--- config.mk ---
export PLATFORM = sky130hd
export DESIGN_NAME = mfvn_alu
export DESIGN_NICKNAME = d
export VERILOG_FILES = /design/src/hw/rtl/mfvn_alu.sv
export SDC_FILE = /design/constraint.sdc
export NUM_CORES = 1
export LEC_CHECK = 0
export BUFFER_PORTS_ARGS = -buffer_cell sky130_fd_sc_hd__buf_2
export CAP_MARGIN = 20
export CORE_MARGIN = 4
export CORE_UTILIZATION = 49
export DETAILED_ROUTE_END_ITERATION = 6
export PLACE_DENSITY = 0.74
export SLEW_MARGIN = 0
export SYNTH_ARGS = -nofsm -noshare
export SYNTH_HDL_FRONTEND = slang
export SYNTH_SLANG_ARGS = --single-unit
--- constraint.sdc ---
create_clock -name aclk -period 7.1 [get_ports aclk]
set_input_delay 1.42 -clock aclk [delete_from_list [all_inputs] [get_ports aclk]]
set_output_delay 1.42 -clock aclk [all_outputs]
set_load 0.01 [all_outputs]
--- src/hw/rtl/mfvn_alu.sv ---
`default_nettype none

// Shared arithmetic: a registered signed multiplier (cross product, square) and
// an unsigned trial subtractor used by both the square root and the divider.
module mfvn_alu #(
    parameter int MUL_W = 18,
    parameter int SUB_W = 38
) (
    input  wire logic                      aclk,
    input  wire logic                      mul_en,
    input  wire logic signed [MUL_W-1:0]   mul_a,
    input  wire logic signed [MUL_W-1:0]   mul_b,
    output logic signed      [2*MUL_W-1:0] prod,
    input  wire logic        [SUB_W-1:0]   sub_a,
    input  wire logic        [SUB_W-1:0]   sub_b,
    output logic             [SUB_W-1:0]   sub_diff,
    output logic                           sub_ge
);

    logic signed [2*MUL_W-1:0] prod_reg;
    logic        [SUB_W:0]     diff_ext;

    always_ff @(posedge aclk) begin
        if (mul_en) begin
            prod_reg <= mul_a * mul_b;
        end
    end

    assign prod     = prod_reg;
    assign diff_ext = {1'b0, sub_a} - {1'b0, sub_b};
    assign sub_diff = diff_ext[SUB_W-1:0];
    assign sub_ge   = ~diff_ext[SUB_W];

endmodule

`default_nettype wire

==> qor.json <==
{
  "run_status": {
    "run_status": "finished, final reports clean"
  },
  "clock_tree": {
    "cts_hold_repair_buffers": 0,
    "clock-root-buffer": "sky130_fd_sc_hd__clkbuf_16",
    "cts.htree.levels": 2,
    "clock_sinks": 36,
    "tritoncts.num_buffers": 5,
    "path_clk_slew_ps": 60,
    "tritoncts": "done",
    "cts-root-to-sink-buffers": 2
  },
  "critical_path": {
    "crit_path_max_incr_delay_ps": 590,
    "worstSetupEndpointType": "flip-flop",
    "critical_path_class": "in2reg",
    "type_of_element_launching_the_critical_path": "primary input",
    "crit_top_cell": "sky130_fd_sc_hd__fa_1",
    "critical_path_maximum_fanout": 13,
    "cpLargestDelayFamily": "adder cells",
    "crit_required_ps": 7140,
    "cp.arrival_ps": 7010,
    "crit_buf_inv": 9,
    "critPathSlowestCell": "sky130_fd_sc_hd__fa_1"
  },
  "drt": {
    "post_detailed_route_drc_marker_count": 0,
    "detail_route.iter0.violations": 672,
    "wl_per_cell_microns": 15.7,
    "wirelength_mm": 37.3,
    "pre_antenna_drt_iters": 5,
    "post_drt_antenna_nets": 0,
    "drt-vias-per-instance": 5.14,
    "dr_total_vias": 12200
  },
  "synth": {
    "synth.yosys.warnings": 0,
    "synth.largest_area_cell": "sky130_fd_sc_hd__fa_1",
    "synthesis.instances": 1686,
    "synth.most_common_cell": "sky130_fd_sc_hd__inv_1",
    "synth_largest_type_area_fraction": 0.432,
    "ys_ff_latch": 36,
    "avgSynthCellArea_sq_um": 9.06,
    "synth-edff-count": 36,
    "post_synth_instance_area_sq_um": 15300,
    "seq_area_frac_synth": 0.0708,
    "synth_ff_type": "sky130_fd_sc_hd__edfxtp_1",
    "post_synth_num_cell_types": 53,
    "async_flop_share": 0,
    "synth_area_leaders": "sky130_fd_sc_hd__fa_1 43%, sky130_fd_sc_hd__inv_1 11%, sky130_fd_sc_hd__ha_1 11%",
    "ys_top_cells_by_count": "437 x sky130_fd_sc_hd__inv_1, 330 x sky130_fd_sc_hd__fa_1, 168 x sky130_fd_sc_hd__and2_1",
    "syn-num-nets": 2261
  },
  "placement": {
    "number_of_i_o_port_buffers": 188,
    "gp_congestion": 0.934,
    "place.detailed.hpwl_mm": 32.8
  },
  "die": {
    "die_h_microns": 185,
    "initial_core_util": 0.498,
    "dieWidth_microns": 185,
    "die_area_sq_um": 34100,
    "std_cell_rows": 64,
    "floorplan.io_pins": 189,
    "placeable_core_region_sq_um": 30700
  },
  "final_layout": {
    "largest_register_ff_count": 36,
    "num-nets-final": 2552,
    "layout-drive-gt1-share": 0.210,
    "diodes": 0,
    "area_growth_pct": 19.6,
    "finish.utilization": 0.596,
    "fill_cells": 2596
  },
  "global_route": {
    "grt_first_pass_wirelength_mm": 63.2,
    "track_usage": 0.228,
    "grt_pass1_vias": 13700,
    "grt_start_max_net_pins": 37,
    "antenna_found_initial": 0,
    "gr-total-overflow": 0
  },
  "sta": {
    "fmax_mhz": 143,
    "timing_worst_slew_pin_value_ps": 842,
    "final-hold-violation-count": 0,
    "finalCriticalPeriod_ps": 6970,
    "final.period_utilization": 0.982,
    "slew_violations": 0,
    "setup_viol_count_final": 0,
    "max_slew_margin": 0.439,
    "grt_setup_unrepaired": "yes"
  },
  "job": {
    "reported_max_cap_violation_count": 0
  },
  "worst_hold_path": {
    "hold_class": "in2reg"
  }
}
-- kinds of logic after synthesis --
group | synth area share
fa+ha+maj | 0.540
flops | 0.0708
simple gates | 0.152
buf+inv | 0.118
xor+xnor | 0.0373
compound gates | 0.0821
-- cell usage in the layout, fill, tap and decap left out, drive strengths merged, types with 10 or more instances in the layout --
master,count
o21ai,32
xnor2,50
a21oi,55
ha,131
edfxtp,36
nand3,10
nand2,167
nand2b,17
clkbuf,13
o21a,22
buf,321
inv,437
nor2,56
xor2,15
a21o,23
and2,168
fa,330
-- path summary, 6_finish.rpt --
| path | depth (start not counted) | to | slack [ps] | start |
|---|---|---|---|---|
| worst max-delay path | 27 | prod[32]$_DFFE_PP_ | 130 | mul_b[2] |
| worst min-delay path | 2 | prod[0]$_DFFE_PP_ | 1640 | mul_b[0] |
-- through the flow --
step	hold slack (ps)	TNS (ps)	setup slack [ps]	area, sq um	instances
finish	1640	0	126	18300	2374
global route	1640	-204	-98.3	18300	2374
CTS	1760	-10.7	-10.7	17700	2363
detailed placement	1840	-1820	-373	17600	2355
global placement	1840	-1210	-277	17600	2355
floorplan	1530	0	15.4	15400	1686
-- repair_timing --
item | in CTS | in global routing
pin swaps | 1 | 55
endpoints found under the hold margin | 0 | 0
gates resized for setup | 1 | 153
setup buffers | 0 | 10
gates cloned | 0 | 1
setup endpoints to repair | 5 | 9
-- routing by layer --
layer  global-route usage  vias up  routed length, microns
met5                    0        -                       0
met4               0.0695        0                    1290
met3               0.0274       97                    1960
met2                0.434      362                   20200
met1                0.268     6095                   13800
li1                     -     5644                       -
-- area by class of cell --
class	instances	area, sq um	area share
multi-input cells	1168	12700	0.692
repair buffers	329	2240	0.122
inverters	437	1640	0.0897
flip-flops and latches	36	1080	0.0591
well taps	396	495	0.0271
clock buffers	5	125	0.00685
clock inverters	3	42.5	0.00233
Power is not shown: default switching activity piles up to over one toggle a cycle in this logic, so the estimate is an artifact.
