==> src/hw/rtl/mfvn_ram.sv <==
`default_nettype none

module mfvn_ram #(
    parameter int WIDTH = 8,
    parameter int DEPTH = 16,
    localparam int AW = $clog2(DEPTH)
) (
    input  wire logic             aclk,
    input  wire logic             we,
    input  wire logic [AW-1:0]    waddr,
    input  wire logic [WIDTH-1:0] wdata,
    input  wire logic             re,
    input  wire logic [AW-1:0]    raddr,
    output logic      [WIDTH-1:0] rdata
);

    logic [WIDTH-1:0] mem_reg [DEPTH];
    logic [WIDTH-1:0] rdata_reg;

    always_ff @(posedge aclk) begin
        if (we) begin
            mem_reg[waddr] <= wdata;
        end
        if (re) begin
            rdata_reg <= mem_reg[raddr];
        end
    end

    assign rdata = rdata_reg;

endmodule

`default_nettype wire

==> config.mk <==
export PLATFORM = sky130hd
export DESIGN_NAME = mfvn_ram
export DESIGN_NICKNAME = d
export VERILOG_FILES = /design/src/hw/rtl/mfvn_ram.sv
export SDC_FILE = /design/constraint.sdc
export NUM_CORES = 1
export LEC_CHECK = 0
export BUFFER_PORTS_ARGS = -buffer_cell sky130_fd_sc_hd__clkbuf_2
export CAP_MARGIN = 20
export CELL_PAD_IN_SITES_DETAIL_PLACEMENT = 0
export CELL_PAD_IN_SITES_GLOBAL_PLACEMENT = 1
export CORE_ASPECT_RATIO = 2
export CORE_MARGIN = 2
export CORE_UTILIZATION = 42
export DETAILED_ROUTE_END_ITERATION = 10
export PLACE_DENSITY_LB_ADDON = 0.1
export SETUP_SLACK_MARGIN = 0.2
export SLEW_MARGIN = 20
export SYNTH_ARGS = -nofsm -noshare
export SYNTH_HDL_FRONTEND = slang
export SYNTH_SLANG_ARGS = --single-unit
==> constraint.sdc <==
create_clock -name aclk -period 2.3 [get_ports aclk]
set_input_delay 0.345 -clock aclk [delete_from_list [all_inputs] [get_ports aclk]]
set_output_delay 0.345 -clock aclk [all_outputs]
set_load 0.005 [all_outputs]
==> results.sh, run 1 <==
export IMPL_grt_pass1_vias=2641
export IMPL_fill_cells=995
export IMPL_avgSynthCellArea_um2=22.8
export IMPL_grt_max_degree=33
export IMPL_hold_viol=0
export IMPL_rows=57
export IMPL_switching_share=0.191
export IMPL_final_net_count=306
export IMPL_crit_fanout=32
export IMPL_drt_wl_total_mm=10.4
export IMPL_drc=0
export IMPL_synth_flop_cell="edfxtp_1"
export IMPL_pre_cts_slack_ns=0.370
export IMPL_yosys_top_cells_area="edfxtp_1 (78%), mux4_2 (7.8%), mux4_1 (7.0%), a22oi_1 (2.3%), nor2_1 (0.93%)"
export IMPL_synth_edf_count=136
export IMPL_worst_pin_slew_ns=0.427
export IMPL_first_iter_violations=127
export IMPL_ctsResizeCount=0
export IMPL_die_h_um=162
export IMPL_gp_congestion=0.757
export IMPL_wl_per_cell_um=23.3
export IMPL_rsz0062_at_grt="false"
export IMPL_ir_drop_uv=691
export IMPL_clk_latency_ns=0.40
export IMPL_hpwlAfterDp_mm=7.28
export IMPL_p_int_w=0.00470
export IMPL_clock_skew_ns=0.00520
export IMPL_setup_tns_final_ns=0
export IMPL_cts_root_buf="clkbuf_16"
export IMPL_cts_tree="built"
export IMPL_ys_types=18
export IMPL_fp_dieW_um=82.9
export IMPL_cts_num_sinks=136
export IMPL_grt_usage=0.169
export IMPL_final_common_cell="edfxtp_1"
export IMPL_yosysWarnings=0
export IMPL_final_seq_area_mm2=0.00408
export IMPL_drive_gt1_frac=0.323
export IMPL_synth_largest_area_cell="edfxtp_1"
export IMPL_syn_area_mm2=0.00523
export IMPL_multi_input_area_mm2=0.00106
export IMPL_maxCapViolCount=0
export IMPL_p_sw_w=0.00111
export IMPL_portBuffers=26
export IMPL_slew_viol_final=0
export IMPL_die_area_mm2=0.0134
export IMPL_cts_buffers=17
export IMPL_area_growth_pct=19.8
export IMPL_grt_overflow=0
export IMPL_cp_data_required_time_ns=2.44
export IMPL_layout_common_cells="edfxtp_1 (136), clkbuf_2 (26), buf_4 (21)"
export IMPL_pwr_share_comb=0.044
export IMPL_synth_top_area_share=0.781
export IMPL_crit_path_end_kind="flop"
export IMPL_max_freq_mhz=666
export IMPL_postSynth_asyncResetShare=0
export IMPL_grt_pass1_wl_mm=16.2
export IMPL_setup_viol=0
export IMPL_largest_reg_flops=128
export IMPL_cts_setup_buffers=0
export IMPL_first_pass_iters=4
export IMPL_power_density_mw_per_mm2=928
export IMPL_synth_cells=229
export IMPL_htreeDepth=4
export IMPL_clock_power_share=0.473
export IMPL_post_route_worst_setup_slack_ns=0.799
export IMPL_worstPathArrival_ns=1.65
export IMPL_clkSlewWorstSetupHoldPaths_ns=0.05
export IMPL_postLayoutCoreUtil=0.517
export IMPL_period_needed_ns=1.50
export IMPL_worstSetupPathType="primary input to flop"
export IMPL_period_share=0.652
export IMPL_core_mm2=0.0121
export IMPL_synth_seq_cells=136
export IMPL_antenna_found_initial=0
export IMPL_p_leak_nw=2.13
export IMPL_vias=2418
export IMPL_syn_nets=248
export IMPL_clk_path_buf_depth=2
export IMPL_finalNonFillerCells=447
export IMPL_synth_seq_area_share=0.781
export IMPL_status="completed"
export IMPL_setup_worst_path_start_class="primary input"
export IMPL_seq_power_share=0.483
export IMPL_dp_cells=415
export IMPL_cts_hold_buffers=0
export IMPL_start_util=0.431
export IMPL_antenna_left=0
export IMPL_fin_hold_ws_ns=0.359
export IMPL_slew_headroom=0.715
export IMPL_routed_via_density=5.41
export IMPL_pin_count=27
export IMPL_antennaDiodeCount=0
export IMPL_min_delay_path_class="primary input to flop"
-- power by group through the flow --
stage / clock (W) / sequential [W] / combinational [W]
2_1_floorplan: 0 / 0.00286 / 0.000141
5_1_grt: 0.00292 / 0.00281 / 0.000279
3_3_place_gp: 0 / 0.00286 / 0.000255
3_5_place_dp: 0 / 0.00286 / 0.000260
6_report: 0.00275 / 0.00281 / 0.000253
4_1_cts: 0.00281 / 0.00281 / 0.000261
-- worst max-delay path: stages --
cell      delay [ns]
clkbuf_2        0.10
buf_12          0.24
mux4_1          0.58
a22oi_1         0.24
nand2_1         0.09
-- per-layer routing --
layer  share of wire  vias up  global-route usage  wire, um
li1                -     1096                   -         -
met1            0.37     1269               0.182      3870
met2            0.59       42               0.319      6160
met3           0.022       11              0.0381       230
met4           0.015        0              0.0604       157
met5               0        -                   0         0
-- final cells by class --
class                      instances  share of cell area
clock inverter                    14              0.0290
timing repair buffer              49              0.0523
tap                              147              0.0294
multi-input combinational         83               0.169
sequential                       136               0.652
clock buffer                      18              0.0685
-- synth_stat cells (all sizes together) (2+ instances only) --
cell	count
nand2b	2
edfxtp	136
nor3	4
clkdlybuf4s25	3
nand3b	2
buf	7
a22oi	16
nor2	13
nand2	9
mux4	32
-- per-stage QoR --
| stage | power (W) | cell area, um^2 |
|---|---|---|
| final | 0.00581 | 6260 |
| after CTS | 0.00588 | 6260 |
| after global placement | 0.00311 | 5650 |
| after floorplan | 0.00300 | 5230 |
| after detailed placement | 0.00312 | 5650 |
| after global routing | 0.00601 | 6260 |
-- logic make-up (layout without fill, tap and decap cells) --
group / after synthesis / count (layout) / synth area share
DFF: 136 / 136 / 0.781
and+or+nand+nor: 35 / 35 / 0.0314
muxes: 32 / 32 / 0.148
AOI/OAI and AO/OA: 16 / 16 / 0.0230
buffers and inverters: 10 / 81 / 0.0165
-- worst paths after layout --
kind / startpoint / end / slack (ns) / depth (start not counted)
worst min-delay path: wdata[2] / mem_reg[0][2] / 0.36 / 1
worst max-delay path: raddr[0] / rdata[2] / 0.80 / 5
worst max register to register: mem_reg[1][1] / rdata[1] / 0.82 / 3
worst min register to register: mem_reg[14][3] / rdata[3] / 0.75 / 3
Power figures use the tool's default switching activity.
==> inputs of run 2 (changes only) <==
Clock period 2.3 ns to 1.49 ns, I/O delays scaled along.
==> run 2 against run 1 <==
  * Register-to-register slack worse by 0.71 ns
  * Routed wire length shrank 4.4%
  * Sequential power up 54%
  * Largest cell class unchanged
  * Combinational power grew 72%
  * Flip-flop and latch count did not move
  * Core utilization grew 0.57 points
  * First-iteration DRC count grew 31%
  * Highest routed layer unchanged
  * Cell count shrank 0.22%
==> results.sh, run 2 (synthesized netlist as in run 1, its figures left out) <==
export IMPL_status="completed"
export IMPL_grt_max_degree=21
export IMPL_fp_dieW_um=82.9
export IMPL_first_pass_iters=4
export IMPL_rrSetupSlack_ns=0.11
export IMPL_crit_reg2reg_launch="mem_reg[11][6]"
export IMPL_critPathLaunch="mem_reg[11][6]"
export IMPL_worst_pin_slew_ns=0.967
export IMPL_largest_reg_flops=128
export IMPL_power_density_mw_per_mm2=1380
export IMPL_first_iter_violations=166
export IMPL_drive_gt1_frac=0.431
export IMPL_worstSetupPathType="flop to flop"
export IMPL_setup_viol=0
export IMPL_p_leak_nw=2.09
export IMPL_cp_data_required_time_ns=1.64
export IMPL_gp_congestion=0.729
export IMPL_area_growth_pct=21.1
export IMPL_grt_overflow=0
export IMPL_grt_usage=0.162
export IMPL_clk_path_buf_depth=2
export IMPL_postLayoutCoreUtil=0.522
export IMPL_vias=2408
export IMPL_htreeDepth=4
export IMPL_period_needed_ns=1.38
export IMPL_cts_tree="built"
export IMPL_crit_path_end_kind="flop"
export IMPL_crit_fanout=1
export IMPL_antenna_found_initial=0
export IMPL_min_from="wdata[0]"
export IMPL_clkSlewWorstSetupHoldPaths_ns=0.06
export IMPL_setup_tns_final_ns=0
export IMPL_cts_num_sinks=136
export IMPL_pin_count=27
export IMPL_rr_endpoint="rdata[6]"
export IMPL_hpwlAfterDp_mm=6.85
export IMPL_grt_pass1_wl_mm=15.6
export IMPL_die_h_um=162
export IMPL_ir_drop_uv=890
export IMPL_portBuffers=26
export IMPL_setup_worst_path_start_class="flop"
export IMPL_hold_viol=0
export IMPL_drt_wl_total_mm=9.96
export IMPL_maxCapViolCount=0
export IMPL_min_delay_path_class="primary input to flop"
export IMPL_final_common_cell="edfxtp_1"
export IMPL_layout_common_cells="edfxtp_1 (136), mux4_2 (32), clkbuf_2 (26)"
export IMPL_die_area_mm2=0.0134
export IMPL_core_mm2=0.0121
export IMPL_slew_viol_final=0
export IMPL_final_net_count=306
export IMPL_clock_skew_ns=0.00718
export IMPL_cts_root_buf="clkbuf_16"
export IMPL_rsz0062_at_grt="true"
export IMPL_endpoint="rdata[6]"
export IMPL_drc=0
export IMPL_worstPathArrival_ns=1.53
export IMPL_max_freq_mhz=727
export IMPL_worst_r2r_path_depth=3
export IMPL_clk_latency_ns=0.40
export IMPL_slew_headroom=0.354
export IMPL_period_share=0.923
export IMPL_antennaDiodeCount=0
export IMPL_cts_buffers=17
export IMPL_grt_pass1_vias=2597
export IMPL_antenna_left=0
export IMPL_start_util=0.431
export IMPL_wl_per_cell_um=22.3
export IMPL_fill_cells=985
export IMPL_rows=57
export IMPL_routed_via_density=5.40
## run 2: cell count changes in the layout (fill, tap and decap cells not counted), sizes merged
cell and delta:
inv +3, bufinv -2, clkbuf -1, clkinvlp -1
## run 2: metal layers
metal	wire, um	GRT usage	share of wire
met5	0	0	0
met4	155	0.0633	0.016
met2	5940	0.302	0.60
met3	251	0.0401	0.025
met1	3620	0.174	0.36
## run 2: cell type report
class	instances	area [um^2]	share of cell area
clock inverters	14	150	0.0237
repair buffers	49	403	0.0636
well taps	147	184	0.0290
multi-input cells	83	1090	0.172
flip-flops and latches	136	4080	0.645
clock buffers	17	425	0.0672
## run 2: timing repair
| action | CTS | global route |
|---|---|---|
| buffers inserted | 0 | 0 |
| resized for setup | 8 | 2 |
| endpoints found under the setup margin | 8 | 8 |
| endpoints found under the hold margin | 0 | 0 |
| hold buffers | 0 | 0 |
| pin swaps | 4 | 2 |
## run 2: through the flow
| step | area [um^2] | hold slack, ns | cells | power [W] | setup WS, ns |
|---|---|---|---|---|---|
| after global placement | 5720 | 0.623 | 415 | 0.00483 | -0.240 |
| after floorplan | 5250 | 0.322 | 229 | 0.00465 | 0.0661 |
| final | 6330 | 0.235 | 446 | 0.00876 | 0.114 |
| after global routing | 6330 | 0.233 | 446 | 0.00906 | 0.0577 |
| after CTS | 6320 | 0.237 | 446 | 0.00884 | 0.107 |
| after detailed placement | 5720 | 0.630 | 415 | 0.00484 | -0.253 |
## run 2: worst min-delay path by stage
stage | depth (start not counted) | end | slack (ns)
CTS | 1 | rdata[2] | 0.24
floorplan | 0 | mem_reg[0][0] | 0.32
finish | 1 | mem_reg[0][0] | 0.23
global placement | 1 | mem_reg[6][5] | 0.62
global route | 1 | rdata[2] | 0.23
detailed placement | 1 | rdata[7] | 0.63
## run 2: critical path: stages (launching register included)
cell and delay (ns):
edfxtp_1 0.35, mux4_2 0.48, a22oi_2 0.22, nand2_1 0.07
## run 2: report_power, final
part	switching, W	leakage, nW	internal, W	total, W
combinational	0.000234	0.581	0.000199	0.000434
clock	0.00153	0.276	0.00246	0.00399
sequential	0.0000198	1.24	0.00431	0.00433
==> inputs of run 3 (changes only) <==
Settings changed: ABC_AREA from default to 1.
==> run 3 against run 2 <==
  * Worst hold slack worse by 0.0097 ns
  * Flip-flop and latch count stayed put
  * Via count is 58% higher
  * Cell count up 74%
  * Sequential share of layout area is 5.7 points lower
==> results.sh, run 3 <==
export IMPL_cpMaxStageDelayCell="edfxtp_1"
export IMPL_postSynth_asyncResetShare=0
export IMPL_synth_largest_area_cell="edfxtp_1"
export IMPL_rsz0062_at_grt="false"
export IMPL_cts_setup_buffers=0
export IMPL_crit_family="simple AND/OR/NAND/NOR gates"
export IMPL_multi_input_area_mm2=0.00121
export IMPL_grt_usage=0.205
export IMPL_min_delay_path_class="primary input to flop"
export IMPL_portBuffers=26
export IMPL_grt_overflow=0
export IMPL_fp_dieW_um=87.4
export IMPL_synth_edf_count=136
export IMPL_period_needed_ns=1.16
export IMPL_dp_cells=747
export IMPL_yosysWarnings=0
export IMPL_syn_nets=570
export IMPL_yosys_top_cells_area="edfxtp_1 (70%), nand2_1 (11%), nand3_1 (8.3%), inv_1 (6.4%), buf_6 (1.2%)"
export IMPL_path_cells="inv_1 > nand2_1 > nand3_1 > nand3_1 > nand3_1 > nand2_1"
export IMPL_power_density_mw_per_mm2=1330
export IMPL_wl_per_cell_um=18.3
export IMPL_final_seq_area_mm2=0.00408
export IMPL_finalNonFillerCells=778
export IMPL_hold_viol=0
export IMPL_grt_pass1_wl_mm=22.0
export IMPL_antenna_found_initial=0
export IMPL_first_pass_iters=4
export IMPL_clk_path_buf_depth=2
export IMPL_slew_headroom=0.664
export IMPL_area_growth_pct=18.7
export IMPL_grt_pass1_vias=3846
export IMPL_cts_hold_buffers=0
export IMPL_core_mm2=0.0137
export IMPL_largest_reg_flops=128
export IMPL_ctsResizeCount=0
export IMPL_cts_buffers=17
export IMPL_worstPathArrival_ns=1.31
export IMPL_worst_pin_slew_ns=0.503
export IMPL_layout_common_cells="nand2_1 (173), edfxtp_1 (136), inv_1 (100)"
export IMPL_synthAdderAreaFrac=0
export IMPL_synth_cells=551
export IMPL_synth_most_common_cell="nand2_1"
export IMPL_ir_drop_uv=774
export IMPL_synth_xor_area_frac=0
export IMPL_setup_worst_path_start_class="flop"
export IMPL_start_util=0.426
export IMPL_drt_wl_total_mm=14.2
export IMPL_slew_viol_final=0
export IMPL_clkSlewWorstSetupHoldPaths_ns=0.06
export IMPL_cts_root_buf="clkbuf_16"
export IMPL_die_area_mm2=0.0149
export IMPL_htreeDepth=4
export IMPL_maxCapViolCount=0
export IMPL_final_net_count=628
export IMPL_cts_num_sinks=136
export IMPL_gp_congestion=0.803
export IMPL_cts_tree="built"
export IMPL_final_common_cell="nand2_1"
export IMPL_synth_mux_area_frac=0
export IMPL_p_leak_nw=3.04
export IMPL_crit_fanout=1
export IMPL_final_area_mm2=0.00694
export IMPL_period_share=0.780
export IMPL_synth_seq_cells=136
export IMPL_crit_path_end_kind="flop"
export IMPL_avgSynthCellArea_um2=10.6
export IMPL_die_h_um=171
export IMPL_crit_path_frequent_cell="nand3_1"
export IMPL_status="completed"
export IMPL_drive_gt1_frac=0.151
export IMPL_fill_cells=1257
export IMPL_cp_data_required_time_ns=1.64
export IMPL_ys_types=11
export IMPL_dpl_cell_area_mm2=0.00633
export IMPL_cp_slowest_stage_delay_ns=0.36
export IMPL_pin_count=27
export IMPL_synth_compound_area_frac=0
export IMPL_vias=3806
export IMPL_clock_skew_ns=0.00950
export IMPL_drc=0
export IMPL_synthTopCellsByCount="nand2_1 (173), edfxtp_1 (136), inv_1 (100)"
export IMPL_max_freq_mhz=860
export IMPL_worstSetupPathType="flop to flop"
export IMPL_routed_via_density=4.89
export IMPL_critical_path_buf_inv_count=1
export IMPL_antenna_left=0
export IMPL_synth_seq_area_share=0.698
export IMPL_first_iter_violations=191
export IMPL_synth_top_area_share=0.698
export IMPL_hpwlAfterDp_mm=9.83
export IMPL_syn_area_mm2=0.00585
export IMPL_grt_max_degree=31
export IMPL_clk_latency_ns=0.41
export IMPL_setup_viol=0
export IMPL_antennaDiodeCount=0
export IMPL_synth_top_family_by_area="simple AND/OR/NAND/NOR gates"
export IMPL_synth_flop_cell="edfxtp_1"
export IMPL_setup_tns_final_ns=0
export IMPL_synth_simple_gate_area_frac=0.208
export IMPL_rows=61
==> run 3: final cells by class <==
| cell class | count | area share |
|---|---|---|
| multi-input combinational | 289 | 0.175 |
| inverter | 102 | 0.0551 |
| sequential | 136 | 0.588 |
| clock inverter | 13 | 0.0258 |
| clock buffer | 18 | 0.0618 |
| timing repair buffer | 63 | 0.0660 |
| tap | 157 | 0.0283 |
==> run 3: worst paths after layout <==
path,slack [ns],end,cells after the start,from
setup / recovery,0.33,rdata[0],6,mem_reg[1][0]
hold / removal,0.22,rdata[1],1,re
setup reg to reg,0.33,rdata[0],6,mem_reg[1][0]
hold reg to reg,0.76,rdata[6],6,mem_reg[4][6]
==> run 3: logic make-up after synthesis <==
kind of cell,after synthesis
AND/OR/NAND/NOR,289
flip-flops,136
buffers and inverters,126
==> run 3: per-stage QoR <==
step | hold slack (ns) | total power, W | worst slack, ns | utilization
after floorplan | 0.322 | 0.00471 | 0.316 | -
after global placement | 0.622 | 0.00499 | 0.0454 | 0.461
after detailed placement | 0.622 | 0.00499 | 0.0277 | 0.461
after CTS | 0.198 | 0.00929 | 0.329 | 0.505
after global routing | 0.212 | 0.00951 | 0.243 | 0.505
final | 0.225 | 0.00922 | 0.327 | 0.505
==> run 3: power by group <==
part           internal [W]  total, W  switching [W]
combinational      0.000185  0.000568       0.000382
clock               0.00278   0.00432        0.00153
sequential          0.00431   0.00433      0.0000211
total               0.00728   0.00922        0.00193
==> run 3: layer usage <==
layer / part of all wire / track usage
met1: 0.40 / 0.242
met2: 0.54 / 0.355
met3: 0.032 / 0.0391
met4: 0.032 / 0.0923
met5: 0 / 0
